File: config.mk
export PLATFORM = sky130hd
export DESIGN_NAME = cascaded_biquad_iir_filter
export DESIGN_NICKNAME = d
export VERILOG_FILES = /design/src/design/biq_pkg.sv /design/src/design/biq_cfg.sv /design/src/design/biq_ucode_rom.sv /design/src/design/biq_sequencer.sv /design/src/design/biq_datapath.sv /design/src/design/cascaded_biquad_iir_filter.sv
export SDC_FILE = /design/constraint.sdc
export NUM_CORES = 2
export LEC_CHECK = 0
export ABC_AREA = 0
export BUFFER_PORTS_ARGS = -buffer_cell sky130_fd_sc_hd__buf_2
export CAP_MARGIN = 20
export CORE_MARGIN = 4
export CORE_UTILIZATION = 60
export CTS_BUF_LIST = sky130_fd_sc_hd__clkbuf_16
export CTS_CLUSTER_SIZE = 10
export DETAILED_ROUTE_END_ITERATION = 10
export GPL_TIMING_DRIVEN = 0
export PLACE_DENSITY = 0.87
export SLEW_MARGIN = 0
export SYNTH_ARGS = -nofsm -noshare
export SYNTH_HDL_FRONTEND = slang
export SYNTH_SLANG_ARGS = --single-unit
File: constraint.sdc
create_clock -name clk -period 13.6 [get_ports clk]
set_input_delay 0.68 -clock clk [delete_from_list [all_inputs] [get_ports clk]]
set_output_delay 0.68 -clock clk [all_outputs]
set_load 0.1 [all_outputs]
File: src/design/biq_pkg.sv
// Shared types, constants and control word layout for the biquad filter.
package biq_pkg;

    localparam int SampleW   = 16;
    localparam int CoefW     = 18;
    localparam int StateFrac = 16;
    localparam int DelayW    = 40;
    localparam int SplitW    = 20;                  // low half of a delay word
    localparam int OpndW     = DelayW - SplitW + 1; // signed multiplier operand
    localparam int ProdW     = CoefW + OpndW;
    localparam int AccW      = CoefW + DelayW;
    localparam int FW        = DelayW + 2;          // holds -2*y
    localparam int WideW     = FW + 3;
    localparam int StepW     = 5;
    localparam int RegIdxW   = 3;
    localparam int AddrW     = RegIdxW + 2;
    localparam int DataW     = 32;

    typedef logic signed [SampleW-1:0] sample_t;
    typedef logic signed [CoefW-1:0]   coef_t;
    typedef logic signed [DelayW-1:0]  delay_t;
    typedef logic signed [OpndW-1:0]   opnd_t;
    typedef logic signed [ProdW-1:0]   prod_t;
    typedef logic signed [AccW-1:0]    acc_t;
    typedef logic signed [FW-1:0]      fval_t;
    typedef logic signed [WideW-1:0]   wide_t;
    typedef logic [StepW-1:0]          step_t;

    localparam coef_t B0Reset  = 18'sd5984;
    localparam coef_t B1Reset  = 18'sd11969;
    localparam coef_t B2Reset  = 18'sd5984;
    localparam coef_t A1Reset  = -18'sd64384;
    localparam coef_t A2Reset  = 18'sd22785;
    localparam coef_t SA1Reset = -18'sd108869;
    localparam coef_t SA2Reset = 18'sd53364;

    localparam step_t StepEmit = 5'd16;

    typedef enum logic [RegIdxW-1:0] {
        REG_MODE, REG_B0, REG_B1, REG_B2, REG_A1, REG_A2, REG_SA1, REG_SA2
    } reg_idx_t;

    typedef enum logic [2:0] {
        CSEL_B0, CSEL_B1, CSEL_B2, CSEL_A1, CSEL_A2, CSEL_SA1, CSEL_SA2
    } coef_sel_t;

    typedef enum logic [1:0] {
        OPND_SAMPLE, OPND_YLO, OPND_YHI
    } opnd_sel_t;

    typedef enum logic [2:0] {
        F_NOP, F_LD0, F_LD1, F_LD2, F_LDY
    } f_op_t;

    typedef enum logic [1:0] {
        ACC_NOP, ACC_LOAD, ACC_ADDHI
    } acc_op_t;

    typedef enum logic [1:0] {
        ALU_NOP, ALU_Y, ALU_D1, ALU_D2
    } alu_op_t;

    typedef enum logic [1:0] {
        SEQ_NEXT, SEQ_SKIP_SINGLE, SEQ_EMIT
    } seq_op_t;

    typedef struct packed {
        logic      mul_en;
        coef_sel_t coef_sel;
        opnd_sel_t opnd_sel;
        f_op_t     f_op;
        acc_op_t   acc_op;
        alu_op_t   alu_op;
        logic      sec;       // 0 first section delays, 1 second
        seq_op_t   seq_op;
        step_t     target;
    } ctrl_t;

    localparam ctrl_t NopCtrl = '{
        mul_en:   1'b0,
        coef_sel: CSEL_B0,
        opnd_sel: OPND_SAMPLE,
        f_op:     F_NOP,
        acc_op:   ACC_NOP,
        alu_op:   ALU_NOP,
        sec:      1'b0,
        seq_op:   SEQ_NEXT,
        target:   '0
    };

    typedef struct packed {
        logic run;
        logic load;
        logic emit;
    } seq_t;

    typedef struct packed {
        logic  mode;
        coef_t b0;
        coef_t b1;
        coef_t b2;
        coef_t a1;
        coef_t a2;
        coef_t sa1;
        coef_t sa2;
    } cfg_t;

endpackage

File: src/design/biq_cfg.sv
// APB-style register bank holding the mode bit and filter coefficients.
module biq_cfg (
    input  logic                         clk,
    input  logic                         rst_n,
    input  logic                         psel,
    input  logic                         penable,
    input  logic                         pwrite,
    input  logic [biq_pkg::AddrW-1:0]    paddr,
    input  logic [biq_pkg::DataW-1:0]    pwdata,
    output logic [biq_pkg::DataW-1:0]    prdata,
    output logic                         pready,
    output biq_pkg::cfg_t                cfg
);

    biq_pkg::cfg_t     cfg_reg;
    biq_pkg::cfg_t     cfg_next;
    biq_pkg::reg_idx_t idx;
    biq_pkg::coef_t    wcoef;
    logic              wr_en;

    assign pready = 1'b1;
    assign idx    = biq_pkg::reg_idx_t'(paddr[biq_pkg::AddrW-1:2]);
    assign wr_en  = psel & penable & pwrite;
    assign wcoef  = biq_pkg::coef_t'(pwdata[biq_pkg::CoefW-1:0]);
    assign cfg    = cfg_reg;

    always_comb
    begin
        cfg_next = cfg_reg;
        if (wr_en)
        begin
            case (idx)
                biq_pkg::REG_MODE: cfg_next.mode = pwdata[0];
                biq_pkg::REG_B0:   cfg_next.b0   = wcoef;
                biq_pkg::REG_B1:   cfg_next.b1   = wcoef;
                biq_pkg::REG_B2:   cfg_next.b2   = wcoef;
                biq_pkg::REG_A1:   cfg_next.a1   = wcoef;
                biq_pkg::REG_A2:   cfg_next.a2   = wcoef;
                biq_pkg::REG_SA1:  cfg_next.sa1  = wcoef;
                biq_pkg::REG_SA2:  cfg_next.sa2  = wcoef;
                default:           cfg_next      = cfg_reg;
            endcase
        end
    end

    always_comb
    begin
        case (idx)
            biq_pkg::REG_MODE: prdata = {{(biq_pkg::DataW-1){1'b0}}, cfg_reg.mode};
            biq_pkg::REG_B0:   prdata = biq_pkg::DataW'(cfg_reg.b0);
            biq_pkg::REG_B1:   prdata = biq_pkg::DataW'(cfg_reg.b1);
            biq_pkg::REG_B2:   prdata = biq_pkg::DataW'(cfg_reg.b2);
            biq_pkg::REG_A1:   prdata = biq_pkg::DataW'(cfg_reg.a1);
            biq_pkg::REG_A2:   prdata = biq_pkg::DataW'(cfg_reg.a2);
            biq_pkg::REG_SA1:  prdata = biq_pkg::DataW'(cfg_reg.sa1);
            biq_pkg::REG_SA2:  prdata = biq_pkg::DataW'(cfg_reg.sa2);
            default:           prdata = '0;
        endcase
    end

    always_ff @(posedge clk or negedge rst_n)
    begin
        if (!rst_n)
        begin
            cfg_reg.mode <= 1'b0;
            cfg_reg.b0   <= biq_pkg::B0Reset;
            cfg_reg.b1   <= biq_pkg::B1Reset;
            cfg_reg.b2   <= biq_pkg::B2Reset;
            cfg_reg.a1   <= biq_pkg::A1Reset;
            cfg_reg.a2   <= biq_pkg::A2Reset;
            cfg_reg.sa1  <= biq_pkg::SA1Reset;
            cfg_reg.sa2  <= biq_pkg::SA2Reset;
        end
        else
        begin
            cfg_reg <= cfg_next;
        end
    end

endmodule

File: src/design/biq_ucode_rom.sv
// Microprogram: one control word per step of the filter sequence.
module biq_ucode_rom (
    input  biq_pkg::step_t step,
    output biq_pkg::ctrl_t ctrl
);

    always_comb
    begin
        ctrl = biq_pkg::NopCtrl;
        case (step)
            // first section: f0..f2 = b*x, exact since x has a zero fraction
            5'd0:
            begin
                ctrl.mul_en   = 1'b1;
                ctrl.coef_sel = biq_pkg::CSEL_B0;
                ctrl.opnd_sel = biq_pkg::OPND_SAMPLE;
            end
            5'd1:
            begin
                ctrl.mul_en   = 1'b1;
                ctrl.coef_sel = biq_pkg::CSEL_B1;
                ctrl.opnd_sel = biq_pkg::OPND_SAMPLE;
                ctrl.f_op     = biq_pkg::F_LD0;
            end
            5'd2:
            begin
                ctrl.mul_en   = 1'b1;
                ctrl.coef_sel = biq_pkg::CSEL_B2;
                ctrl.opnd_sel = biq_pkg::OPND_SAMPLE;
                ctrl.f_op     = biq_pkg::F_LD1;
                ctrl.alu_op   = biq_pkg::ALU_Y;
            end
            5'd3:
            begin
                ctrl.mul_en   = 1'b1;
                ctrl.coef_sel = biq_pkg::CSEL_A1;
                ctrl.opnd_sel = biq_pkg::OPND_YLO;
                ctrl.f_op     = biq_pkg::F_LD2;
            end
            5'd4:
            begin
                ctrl.mul_en   = 1'b1;
                ctrl.coef_sel = biq_pkg::CSEL_A1;
                ctrl.opnd_sel = biq_pkg::OPND_YHI;
                ctrl.acc_op   = biq_pkg::ACC_LOAD;
            end
            5'd5:
            begin
                ctrl.mul_en   = 1'b1;
                ctrl.coef_sel = biq_pkg::CSEL_A2;
                ctrl.opnd_sel = biq_pkg::OPND_YLO;
                ctrl.acc_op   = biq_pkg::ACC_ADDHI;
            end
            5'd6:
            begin
                ctrl.mul_en   = 1'b1;
                ctrl.coef_sel = biq_pkg::CSEL_A2;
                ctrl.opnd_sel = biq_pkg::OPND_YHI;
                ctrl.acc_op   = biq_pkg::ACC_LOAD;
                ctrl.alu_op   = biq_pkg::ALU_D1;
            end
            5'd7:
            begin
                ctrl.acc_op   = biq_pkg::ACC_ADDHI;
            end
            5'd8:
            begin
                ctrl.alu_op   = biq_pkg::ALU_D2;
                ctrl.f_op     = biq_pkg::F_LDY;
                ctrl.seq_op   = biq_pkg::SEQ_SKIP_SINGLE;
                ctrl.target   = biq_pkg::StepEmit;
            end
            // second section: numerator 1, -2, 1 applied to the first output
            5'd9:
            begin
                ctrl.alu_op   = biq_pkg::ALU_Y;
                ctrl.sec      = 1'b1;
            end
            5'd10:
            begin
                ctrl.mul_en   = 1'b1;
                ctrl.coef_sel = biq_pkg::CSEL_SA1;
                ctrl.opnd_sel = biq_pkg::OPND_YLO;
            end
            5'd11:
            begin
                ctrl.mul_en   = 1'b1;
                ctrl.coef_sel = biq_pkg::CSEL_SA1;
                ctrl.opnd_sel = biq_pkg::OPND_YHI;
                ctrl.acc_op   = biq_pkg::ACC_LOAD;
            end
            5'd12:
            begin
                ctrl.mul_en   = 1'b1;
                ctrl.coef_sel = biq_pkg::CSEL_SA2;
                ctrl.opnd_sel = biq_pkg::OPND_YLO;
                ctrl.acc_op   = biq_pkg::ACC_ADDHI;
            end
            5'd13:
            begin
                ctrl.mul_en   = 1'b1;
                ctrl.coef_sel = biq_pkg::CSEL_SA2;
                ctrl.opnd_sel = biq_pkg::OPND_YHI;
                ctrl.acc_op   = biq_pkg::ACC_LOAD;
                ctrl.alu_op   = biq_pkg::ALU_D1;
                ctrl.sec      = 1'b1;
            end
            5'd14:
            begin
                ctrl.acc_op   = biq_pkg::ACC_ADDHI;
            end
            5'd15:
            begin
                ctrl.alu_op   = biq_pkg::ALU_D2;
                ctrl.sec      = 1'b1;
            end
            biq_pkg::StepEmit:
            begin
                ctrl.seq_op   = biq_pkg::SEQ_EMIT;
            end
            default:
            begin
                ctrl.seq_op   = biq_pkg::SEQ_EMIT;
            end
        endcase
    end

endmodule

File: src/design/biq_sequencer.sv
// Step counter, conditional jump and input/output beat handshake.
module biq_sequencer (
    input  logic           clk,
    input  logic           rst_n,
    input  logic           in_valid,
    output logic           in_stall,
    output logic           out_valid,
    input  logic           out_stall,
    input  logic           mode,
    input  biq_pkg::ctrl_t ctrl,
    output biq_pkg::step_t step,
    output biq_pkg::seq_t  seq
);

    logic           busy_reg;
    logic           busy_next;
    biq_pkg::step_t step_reg;
    biq_pkg::step_t step_next;
    logic           out_valid_reg;
    logic           out_valid_next;
    logic           accept;
    logic           out_free;
    logic           emit;

    assign accept    = in_valid & ~busy_reg;
    assign out_free  = ~out_valid_reg | ~out_stall;
    assign emit      = busy_reg & (ctrl.seq_op == biq_pkg::SEQ_EMIT) & out_free;
    assign in_stall  = busy_reg;
    assign out_valid = out_valid_reg;
    assign step      = step_reg;
    assign seq.run   = busy_reg;
    assign seq.load  = accept;
    assign seq.emit  = emit;

    always_comb
    begin
        busy_next = busy_reg;
        step_next = step_reg;
        if (accept)
        begin
            busy_next = 1'b1;
            step_next = '0;
        end
        else if (busy_reg)
        begin
            case (ctrl.seq_op)
                biq_pkg::SEQ_NEXT:
                    step_next = step_reg + 1'b1;
                biq_pkg::SEQ_SKIP_SINGLE:
                    step_next = mode ? step_reg + 1'b1 : ctrl.target;
                biq_pkg::SEQ_EMIT:
                    busy_next = ~out_free;
                default:
                    busy_next = 1'b0;
            endcase
        end
    end

    always_comb
    begin
        out_valid_next = out_valid_reg & out_stall;
        if (emit)
        begin
            out_valid_next = 1'b1;
        end
    end

    always_ff @(posedge clk or negedge rst_n)
    begin
        if (!rst_n)
        begin
            busy_reg      <= 1'b0;
            step_reg      <= '0;
            out_valid_reg <= 1'b0;
        end
        else
        begin
            busy_reg      <= busy_next;
            step_reg      <= step_next;
            out_valid_reg <= out_valid_next;
        end
    end

endmodule

File: src/design/biq_datapath.sv
// Shared multiplier, accumulator, section delays and output rounding.
module biq_datapath (
    input  logic            clk,
    input  logic            rst_n,
    input  biq_pkg::ctrl_t  ctrl,
    input  biq_pkg::seq_t   seq,
    input  biq_pkg::cfg_t   cfg,
    input  biq_pkg::sample_t sample_in,
    output biq_pkg::sample_t sample_out,
    output logic            clipped
);

    localparam int OutSumW = biq_pkg::DelayW + 1;
    localparam int OutRW   = OutSumW - biq_pkg::StateFrac;
    localparam int OutChkW = OutRW - biq_pkg::SampleW + 1;
    localparam int WideChk = biq_pkg::WideW - biq_pkg::DelayW + 1;

    localparam biq_pkg::acc_t AccHalf =
        biq_pkg::acc_t'(1) <<< (biq_pkg::StateFrac - 1);
    localparam logic signed [OutSumW-1:0] OutHalf =
        OutSumW'(1) <<< (biq_pkg::StateFrac - 1);
    localparam biq_pkg::sample_t SampleMax = {1'b0, {(biq_pkg::SampleW-1){1'b1}}};
    localparam biq_pkg::sample_t SampleMin = {1'b1, {(biq_pkg::SampleW-1){1'b0}}};
    localparam biq_pkg::delay_t DelayMax = {1'b0, {(biq_pkg::DelayW-1){1'b1}}};
    localparam biq_pkg::delay_t DelayMin = {1'b1, {(biq_pkg::DelayW-1){1'b0}}};

    function automatic biq_pkg::delay_t sat_delay(input biq_pkg::wide_t v);
        logic [WideChk-1:0] top;
        top = v[biq_pkg::WideW-1:biq_pkg::DelayW-1];
        if (top == {WideChk{1'b0}} || top == {WideChk{1'b1}})
            return v[biq_pkg::DelayW-1:0];
        return v[biq_pkg::WideW-1] ? DelayMin : DelayMax;
    endfunction

    biq_pkg::sample_t sample_reg, sample_next;
    biq_pkg::prod_t   p_reg, p_next;
    biq_pkg::acc_t    acc_reg, acc_next;
    biq_pkg::fval_t   f0_reg, f0_next;
    biq_pkg::fval_t   f1_reg, f1_next;
    biq_pkg::fval_t   f2_reg, f2_next;
    biq_pkg::delay_t  y_reg, y_next;
    biq_pkg::delay_t  s1d1_reg, s1d1_next;
    biq_pkg::delay_t  s1d2_reg, s1d2_next;
    biq_pkg::delay_t  s2d1_reg, s2d1_next;
    biq_pkg::delay_t  s2d2_reg, s2d2_next;
    biq_pkg::sample_t out_reg, out_next;
    logic             clip_reg, clip_next;

    biq_pkg::coef_t   coef_mux;
    biq_pkg::opnd_t   opnd_mux;
    biq_pkg::prod_t   prod;
    biq_pkg::delay_t  d1_sel;
    biq_pkg::delay_t  d2_sel;
    biq_pkg::acc_t    acc_rnd;
    biq_pkg::fval_t   prod_rnd;
    biq_pkg::wide_t   y_sum;
    biq_pkg::wide_t   n1_sum;
    biq_pkg::wide_t   n2_sum;
    biq_pkg::acc_t    hi_term;
    logic signed [OutSumW-1:0] o_sum;
    logic signed [OutRW-1:0]   o_r;
    logic [OutChkW-1:0]        o_top;

    always_comb
    begin
        case (ctrl.coef_sel)
            biq_pkg::CSEL_B0:  coef_mux = cfg.b0;
            biq_pkg::CSEL_B1:  coef_mux = cfg.b1;
            biq_pkg::CSEL_B2:  coef_mux = cfg.b2;
            biq_pkg::CSEL_A1:  coef_mux = cfg.a1;
            biq_pkg::CSEL_A2:  coef_mux = cfg.a2;
            biq_pkg::CSEL_SA1: coef_mux = cfg.sa1;
            biq_pkg::CSEL_SA2: coef_mux = cfg.sa2;
            default:           coef_mux = '0;
        endcase
    end

    // y is split as signed high part times 2^SplitW plus unsigned low part
    always_comb
    begin
        case (ctrl.opnd_sel)
            biq_pkg::OPND_SAMPLE: opnd_mux = biq_pkg::OpndW'(sample_reg);
            biq_pkg::OPND_YLO:    opnd_mux = {1'b0, y_reg[biq_pkg::SplitW-1:0]};
            biq_pkg::OPND_YHI:    opnd_mux = {y_reg[biq_pkg::DelayW-1],
                                              y_reg[biq_pkg::DelayW-1:biq_pkg::SplitW]};
            default:              opnd_mux = '0;
        endcase
    end

    assign prod    = coef_mux * opnd_mux;
    assign hi_term = {p_reg[biq_pkg::AccW-biq_pkg::SplitW-1:0], {biq_pkg::SplitW{1'b0}}};

    assign d1_sel  = ctrl.sec ? s2d1_reg : s1d1_reg;
    assign d2_sel  = ctrl.sec ? s2d2_reg : s1d2_reg;

    // round half up to StateFrac fraction bits
    assign acc_rnd  = acc_reg + AccHalf;
    assign prod_rnd = acc_rnd[biq_pkg::AccW-1:biq_pkg::StateFrac];

    assign y_sum  = biq_pkg::WideW'(f0_reg) + biq_pkg::WideW'(d1_sel);
    assign n1_sum = biq_pkg::WideW'(f1_reg) - biq_pkg::WideW'(prod_rnd)
                  + biq_pkg::WideW'(d2_sel);
    assign n2_sum = biq_pkg::WideW'(f2_reg) - biq_pkg::WideW'(prod_rnd);

    assign o_sum = OutSumW'(y_reg) + OutHalf;
    assign o_r   = o_sum[OutSumW-1:biq_pkg::StateFrac];
    assign o_top = o_r[OutRW-1:biq_pkg::SampleW-1];

    always_comb
    begin
        sample_next = sample_reg;
        p_next      = p_reg;
        acc_next    = acc_reg;
        f0_next     = f0_reg;
        f1_next     = f1_reg;
        f2_next     = f2_reg;
        y_next      = y_reg;
        s1d1_next   = s1d1_reg;
        s1d2_next   = s1d2_reg;
        s2d1_next   = s2d1_reg;
        s2d2_next   = s2d2_reg;
        out_next    = out_reg;
        clip_next   = clip_reg;

        if (seq.load)
        begin
            sample_next = sample_in;
        end

        if (seq.run)
        begin
            if (ctrl.mul_en)
            begin
                p_next = prod;
            end

            case (ctrl.acc_op)
                biq_pkg::ACC_LOAD:  acc_next = biq_pkg::AccW'(p_reg);
                biq_pkg::ACC_ADDHI: acc_next = acc_reg + hi_term;
                default:            acc_next = acc_reg;
            endcase

            case (ctrl.f_op)
                biq_pkg::F_LD0: f0_next = biq_pkg::FW'(p_reg);
                biq_pkg::F_LD1: f1_next = biq_pkg::FW'(p_reg);
                biq_pkg::F_LD2: f2_next = biq_pkg::FW'(p_reg);
                biq_pkg::F_LDY:
                begin
                    f0_next = biq_pkg::FW'(y_reg);
                    f1_next = -(biq_pkg::FW'(y_reg) <<< 1);
                    f2_next = biq_pkg::FW'(y_reg);
                end
                default: f0_next = f0_reg;
            endcase

            case (ctrl.alu_op)
                biq_pkg::ALU_Y: y_next = sat_delay(y_sum);
                biq_pkg::ALU_D1:
                begin
                    if (ctrl.sec)
                        s2d1_next = sat_delay(n1_sum);
                    else
                        s1d1_next = sat_delay(n1_sum);
                end
                biq_pkg::ALU_D2:
                begin
                    if (ctrl.sec)
                        s2d2_next = sat_delay(n2_sum);
                    else
                        s1d2_next = sat_delay(n2_sum);
                end
                default: y_next = y_reg;
            endcase
        end

        if (seq.emit)
        begin
            if (o_top == {OutChkW{1'b0}} || o_top == {OutChkW{1'b1}})
            begin
                out_next  = o_r[biq_pkg::SampleW-1:0];
                clip_next = 1'b0;
            end
            else
            begin
                out_next  = o_r[OutRW-1] ? SampleMin : SampleMax;
                clip_next = 1'b1;
            end
        end
    end

    // filter state
    always_ff @(posedge clk or negedge rst_n)
    begin
        if (!rst_n)
        begin
            s1d1_reg <= '0;
            s1d2_reg <= '0;
            s2d1_reg <= '0;
            s2d2_reg <= '0;
        end
        else
        begin
            s1d1_reg <= s1d1_next;
            s1d2_reg <= s1d2_next;
            s2d1_reg <= s2d1_next;
            s2d2_reg <= s2d2_next;
        end
    end

    // working registers and output beat
    always_ff @(posedge clk)
    begin
        sample_reg <= sample_next;
        p_reg      <= p_next;
        acc_reg    <= acc_next;
        f0_reg     <= f0_next;
        f1_reg     <= f1_next;
        f2_reg     <= f2_next;
        y_reg      <= y_next;
        out_reg    <= out_next;
        clip_reg   <= clip_next;
    end

    assign sample_out = out_reg;
    assign clipped    = clip_reg;

endmodule

File: src/design/cascaded_biquad_iir_filter.sv
// Fixed-point biquad IIR filter, one or two sections, microcoded top level.
//
// Input channel: in_valid/in_stall carry one signed sample_in per beat.
// Output channel: out_valid/out_stall carry sample_out and clipped.
// Coefficients and the section mode are written over the APB-style port.
// One 18x21 multiplier is shared by every product; a 17-word microprogram
// steps it, with each 40-bit delay word split into two halves whose
// products are accumulated.
// In either mode a new sample is taken only once the previous result has
// been emitted; single-section mode skips the second-section steps.
// in_stall is high while a sample is being worked on. A finished result
// sits in the output register; if the receiver still stalls the previous
// result, the sequencer holds at its last step until that slot frees up.
// Reset clears the delay state, loads the default lowpass coefficients
// and selects single-section mode.
module cascaded_biquad_iir_filter (
    input  logic                         clk,
    input  logic                         rst_n,
    input  logic                         psel,
    input  logic                         penable,
    input  logic                         pwrite,
    input  logic [biq_pkg::AddrW-1:0]    paddr,
    input  logic [biq_pkg::DataW-1:0]    pwdata,
    output logic [biq_pkg::DataW-1:0]    prdata,
    output logic                         pready,
    input  logic                         in_valid,
    output logic                         in_stall,
    input  logic signed [biq_pkg::SampleW-1:0] sample_in,
    output logic                         out_valid,
    input  logic                         out_stall,
    output logic signed [biq_pkg::SampleW-1:0] sample_out,
    output logic                         clipped
);

    biq_pkg::cfg_t  cfg;
    biq_pkg::ctrl_t ctrl;
    biq_pkg::step_t step;
    biq_pkg::seq_t  seq;

    biq_cfg u_cfg (
        .clk     (clk),
        .rst_n   (rst_n),
        .psel    (psel),
        .penable (penable),
        .pwrite  (pwrite),
        .paddr   (paddr),
        .pwdata  (pwdata),
        .prdata  (prdata),
        .pready  (pready),
        .cfg     (cfg)
    );

    biq_ucode_rom u_rom (
        .step (step),
        .ctrl (ctrl)
    );

    biq_sequencer u_seq (
        .clk       (clk),
        .rst_n     (rst_n),
        .in_valid  (in_valid),
        .in_stall  (in_stall),
        .out_valid (out_valid),
        .out_stall (out_stall),
        .mode      (cfg.mode),
        .ctrl      (ctrl),
        .step      (step),
        .seq       (seq)
    );

    biq_datapath u_dp (
        .clk        (clk),
        .rst_n      (rst_n),
        .ctrl       (ctrl),
        .seq        (seq),
        .cfg        (cfg),
        .sample_in  (sample_in),
        .sample_out (sample_out),
        .clipped    (clipped)
    );

endmodule
Yosys cells after proc, flatten, opt, wreduce, memory -nomap -nowiden --
Index checks and enable logic that the tools add are counted.
Cells by class: add/sub/neg operators 9, $mul 1, equality and inequality tests 45, muxes and demuxes 55, bitwise operators 12, reduce and logical (&&, ||, !) cells 46
Operators by type and width (number):
- 40-bit 2-to-1 mux | 13
- 32-bit one-hot mux with 8 select lines | 1
- 42-bit one-hot mux with 2 select lines | 3
- 18-bit one-hot mux with 7 select lines | 1
- 58-bit one-hot mux with 2 select lines | 1
- 42-bit by 42-bit subtractor with 43-bit output | 2
- 6-bit one-hot mux with 11 select lines | 1
- 21-bit one-hot mux with 3 select lines | 1
- 58-bit by 17-bit adder with 58-bit output (second input constant) | 1
- 58-bit adder | 1
- 43-bit by 40-bit adder with 44-bit output | 1
- 42-bit by 40-bit adder with 43-bit output | 1
- 41-bit negator with 42-bit output | 1
- 40-bit by 17-bit adder with 41-bit output (second input constant) | 1
- 5-bit by 4-bit equality test with 1-bit output (second input constant) | 8
- 18-bit by 21-bit multiplier with 39-bit output | 1
- 16-bit 2-to-1 mux | 2
- 2-bit AND reduction | 15
- 3-bit equality test (second input constant) | 8
- 1-bit 2-to-1 mux | 22
- 5-bit by 3-bit equality test with 1-bit output (second input constant) | 4
- 5-bit 2-to-1 mux | 4
- 3-bit by 2-bit equality test with 1-bit output (second input constant) | 6
- 6-bit equality test (second input constant) | 3
- other kinds (28) | 66
Word-level totals: register bits 590

Longest topological paths before layout --
depth after elaboration 12, depth in mapped cells 37, gate-level depth less buffers 34

Hierarchy --
A second synthesis with hierarchy kept.
Unflattened totals: cells, all modules 5150, area, all modules 50335.8 um^2
By module, submodules not included:
- biq_datapath | times used 1, cells an instance 4626, area each 43638.1 um^2, sequential area each 12321.8 um^2
- biq_cfg | times used 1, cells an instance 425, area each 5945.7 um^2, sequential area each 3235.6 um^2
- biq_sequencer | times used 1, cells an instance 47, area each 439.2 um^2, sequential area each 175.2 um^2
- biq_ucode_rom | times used 1, cells an instance 52, area each 312.8 um^2, sequential area each 0.0 um^2

Least setup slack after synthesis --
OpenSTA, ideal clock, no wires.
path type register to register, start point reg u_seq.step_reg[1], in the netlist u_seq.step[1], end point reg u_dp.p_reg[35], data pin, data arrival time 8.588 ns, data required time 13.342 ns, path slack 4.754 ns, cell stages (with the launch flop) 35, cell sequence dfrtp_1 inv_1 ha_1 clkbuf_1 nand2_1 a311oi_1 inv_1 nor2_1 clkbuf_1 nand2_1 o21ai_1 clkbuf_1 nand2_1 fa_1 inv_1 fa_1 fa_1 inv_1 fa_1 inv_1 fa_1 inv_1 fa_1 inv_1 ha_1 a21o_1 a21o_1 a31o_2 a21oi_1 nand2_1 o21a_1 a2111oi_0 o31ai_1 a21oi_1 xnor2_1
On the way: longest elaborated chain between the ends 5
RTL lines:
- from (decl) | line biq_sequencer.sv:17 | biq_pkg::step_t step_reg;
- from (signal assigned) | line biq_sequencer.sv:79 | step_reg <= step_next;
- 5-bit by 4-bit equality test with 1-bit output, or another cell as far along | line biq_ucode_rom.sv:10 | case (step)
- 6-bit one-hot mux with 11 select lines * | line biq_ucode_rom.sv:10
- 3-bit equality test, or another cell as far along | line biq_datapath.sv:66 | case (ctrl.coef_sel)
- 18-bit one-hot mux with 7 select lines or 21-bit one-hot mux with 3 select lines (tied branches) | line biq_datapath.sv:66, biq_datapath.sv:81
- 18-bit by 21-bit multiplier with 39-bit output * | line biq_datapath.sv:90 | assign prod = coef_mux * opnd_mux;
- named net u_dp.prod[35] | line biq_datapath.sv:51 | biq_pkg::prod_t prod;
- to (signal assigned) | line biq_datapath.sv:214 | p_reg <= p_next;
- to (decl) | line biq_datapath.sv:36 | biq_pkg::prod_t p_reg, p_next;
The timed path passes the listed nets; every way through them passes the cells marked *. A chain may end at the register's enable or synchronous reset.

Worst setup path in the final report --
Same ends and word-level chain as after synthesis.

==> summary.md <==
| Metric | Value |
|---|---|
| Status | completed |
| Clock Tree Buf Depth | 3 |
| Nets | 6,379 |
| Post-cts resize count | 0 |
| Number of synthesized register bits | 571 |
| Fmax | 88.7 MHz |
| P&R area growth vs syn | 8.65% |
| DP HPWL | 132,000 um |
| Vias in the first global route | 43,100 |
| Vias/cell | 6.36 |
| Core ar. | 0.0840 mm2 |
| Startpoint Class | register |
| Post-DRT Antenna Nets | 0 |
| Post-synthesis async set-or-reset flop share | 51.5% |
| Main synth FF type | edfxtp_1 |
| Nature of the critical path endpoint | register |
| TritonCTS sink count | 571 |
| Critical path type | register to register |
| Initial core utilization | 60.7% |
| Port bufs | 92 |
| First DRT Iteration DRCs | 5,383 |
| Fillers | 6,447 |
| Final design utilization | 66.0% |
| Count of final max-slew check failures | 0 |
| Post-synth EDFFs | 277 |
| Period utilization | 82.9% |
| RSZ-0062 raised after global routing | no |
| First-pass GRT wire length | 256,000 um |
| Final WL | 169,000 um |
| WP data arrival | 11.63 ns |
| Final setup violation count | 0 |
| TNS Setup | 0 ns |
| Ratio of cells with drive above 1 in the final layout | 10.0% |
| Via count | 43,300 |
| Footprint of the multi-input gates | 0.0316 mm2 |
| CP required | 13.96 ns |
| TritonCTS buffer count | 69 |
| Largest net degree at the start of global routing | 118 |
| Num rows | 106 |
| Design area | 0.0554 mm2 |
| Post-synthesis cell type count | 100 |
| Max incr delay on CP | 0.84 ns |
| Root Buffer Master | clkbuf_16 |
| Min-delay worst type | input port to register |
| Slew Limit Headroom | 6.33% |
| Most common cell on crit path | fa_1 |
| Syn avg cell area | 9.40 um2 |
| Reg clk slew, reported paths | 0.06 ns |
| Routed WL per cell | 24.8 um |
| Die area | 0.0897 mm2 |
| GPL Wtd Cong | 1.05 |
| Least-Margin Pin Slew | 1.39 ns |
| Worst setup margin | 2.33 ns |
| Pre-CTS setup slack | 2.56 ns |
| Placed standard-cell area | 0.0533 mm2 |
| Die H | 299 um |
| Tot GR Track Use | 37.3% |
| Final Hold Violating Endpoints | 0 |
| Max FO, Critical Path | 10 |
| DRC viols | 0 |
| Max-Cap Viols | 0 |
| Ys Warns | 0 |
| DR pass1 iterations | 8 |
| Slowest cell on the critical path | a2111oi_0 |
| # hold bufs at CTS | 1 |
| Synth Net Count | 6,181 |
| IO Pins | 112 |
| Max FFs per register | 127 |
| Part of the Yosys area used for sequential elements | 30.9% |
| Initial antenna violation count | 6 |
| CTS tree | yes |
| Setup Buffers After CTS | 0 |
| Tmin final | 11.27 ns |
| Syn Std Cell Area | 0.0510 mm2 |
| Clk_lat worst skew | 0.64 ns |
| Die W | 299 um |
| H-tree Lvls | 3 |
| GRT overflow | 0 |
| Syn Inst Count | 5,426 |
| FF+latch area | 0.0157 mm2 |
| Max Clock Skew | 0.0265 ns |
==> logic make-up (layout without fill, tap and decap cells) <==
logic type | count (synthesis) | after routing | synth area share [%]
fa+ha+maj | 695 | 695 | 23.3
buf+inv | 974 | 1214 | 7.38
other cells | 1 | 6 | 0.00736
flops | 571 | 571 | 30.9
simple gates | 1577 | 1577 | 13.9
xor+xnor | 265 | 265 | 4.55
mux | 259 | 259 | 5.71
compound gates | 1084 | 1084 | 14.3
==> layer usage <==
layer,GRT usage (%),share of wire [%]
met1,46.4,36
met3,9.92,11
met2,57.4,44
met4,25.3,8.7
met5,0,0.0077
==> path summary, 6_finish.rpt <==
path                              startpoint                  to  slack [ns]  depth (start not counted)
max                            u_seq.step[1]      u_dp.p_reg[35]        2.33                         34
min                             sample_in[9]  u_dp.sample_reg[9]        0.23                          1
max reg2reg                    u_seq.step[1]      u_dp.p_reg[35]        2.33                         34
min reg2reg                u_dp.s1d1_reg[26]   u_dp.s1d1_reg[26]        0.48                          2
max in group asynchronous              rst_n        u_cfg.cfg[8]       11.44                          4
min in group asynchronous              rst_n   u_dp.s1d1_reg[27]        0.58                          2
==> Yosys cell counts (15+ instances only) <==
| master | n | share of area, % |
|---|---|---|
| nand2_1 | 798 | 5.9 |
| inv_1 | 707 | 5.2 |
| fa_1 | 422 | 17 |
| nor2_1 | 294 | 2.2 |
| edfxtp_1 | 277 | 16 |
| ha_1 | 273 | 6.7 |
| dfrtp_1 | 248 | 12 |
| o21ai_0 | 236 | 2.3 |
| a21oi_1 | 224 | 2.2 |
| clkbuf_1 | 221 | 1.6 |
| xnor2_1 | 160 | 2.7 |
| mux2_2 | 155 | 3.4 |
| a21o_1 | 136 | 2.0 |
| xor2_1 | 105 | 1.8 |
| mux2i_1 | 94 | 1.8 |
| nor3_1 | 80 | 0.79 |
| nand3_1 | 76 | 0.75 |
| o21ai_1 | 58 | 0.57 |
| nor2b_1 | 48 | 0.59 |
| and2_1 | 46 | 0.56 |
| dfstp_2 | 46 | 2.4 |
| a211oi_1 | 45 | 0.66 |
| and3_1 | 45 | 0.55 |
| nand4_1 | 43 | 0.53 |
| o221a_2 | 43 | 0.95 |
| o21a_1 | 40 | 0.59 |
| nand2b_1 | 39 | 0.48 |
| a31oi_1 | 33 | 0.40 |
| o21bai_1 | 26 | 0.38 |
| o211ai_1 | 23 | 0.34 |
| a221oi_1 | 22 | 0.38 |
| a21oi_2 | 18 | 0.31 |
| buf_1 | 18 | 0.13 |
| o31ai_1 | 18 | 0.27 |
| a22oi_1 | 17 | 0.25 |
| or3_1 | 17 | 0.21 |
| a21boi_0 | 15 | 0.22 |
| buf_4 | 15 | 0.22 |
==> critical path: cells and delay by family (launching register included) <==
family,cells,cell delay (ns)
fa+ha+maj,8,3.33
flops,1,0.44
buf+inv,9,2.35
simple gates,3,1.05
xor+xnor,1,0.09
compound gates,13,3.69
==> placed cells by master, fill, tap and decap left out, types with 43 or more instances in the layout <==
| cell | Yosys | final |
|---|---|---|
| nand4_1 | 43 | 43 |
| nor3_1 | 80 | 80 |
| nand2_1 | 798 | 798 |
| and3_1 | 45 | 45 |
| inv_1 | 707 | 736 |
| clkbuf_16 | 0 | 72 |
| xnor2_1 | 160 | 160 |
| buf_2 | 9 | 103 |
| o21ai_1 | 58 | 58 |
| dfstp_2 | 46 | 46 |
| o21ai_0 | 236 | 236 |
| ha_1 | 273 | 273 |
| clkbuf_1 | 221 | 221 |
| xor2_1 | 105 | 105 |
| nor2b_1 | 48 | 46 |
| nand3_1 | 76 | 76 |
| mux2_2 | 155 | 155 |
| and2_1 | 46 | 46 |
| a21o_1 | 136 | 136 |
| edfxtp_1 | 277 | 277 |
| o221a_2 | 43 | 43 |
| mux2i_1 | 94 | 94 |
| fa_1 | 422 | 422 |
| a21oi_1 | 224 | 223 |
| nor2_1 | 294 | 294 |
| dfrtp_1 | 248 | 248 |
==> per-stage QoR <==
step / std cells / hold slack, ns
finish: 6805 / 0.226
global placement: 6652 / 0.460
CTS: 6794 / 0.204
floorplan: 5426 / 0.384
detailed placement: 6680 / 0.470
global route: 6802 / 0.217
==> area by class of cell <==
type	count	area share, %
Multi-Input combinational cell	3881	57.0
Sequential cell	571	28.4
Inverter	707	4.79
Clock buffer	72	3.25
Tap cell	1134	2.56
Buffer	267	2.01
Timing Repair Buffer	127	1.57
Clock inverter	41	0.420
Antenna cell	5	0.0226
Power is not shown: default switching activity piles up to over one toggle a cycle in this logic, so the estimate is an artifact.
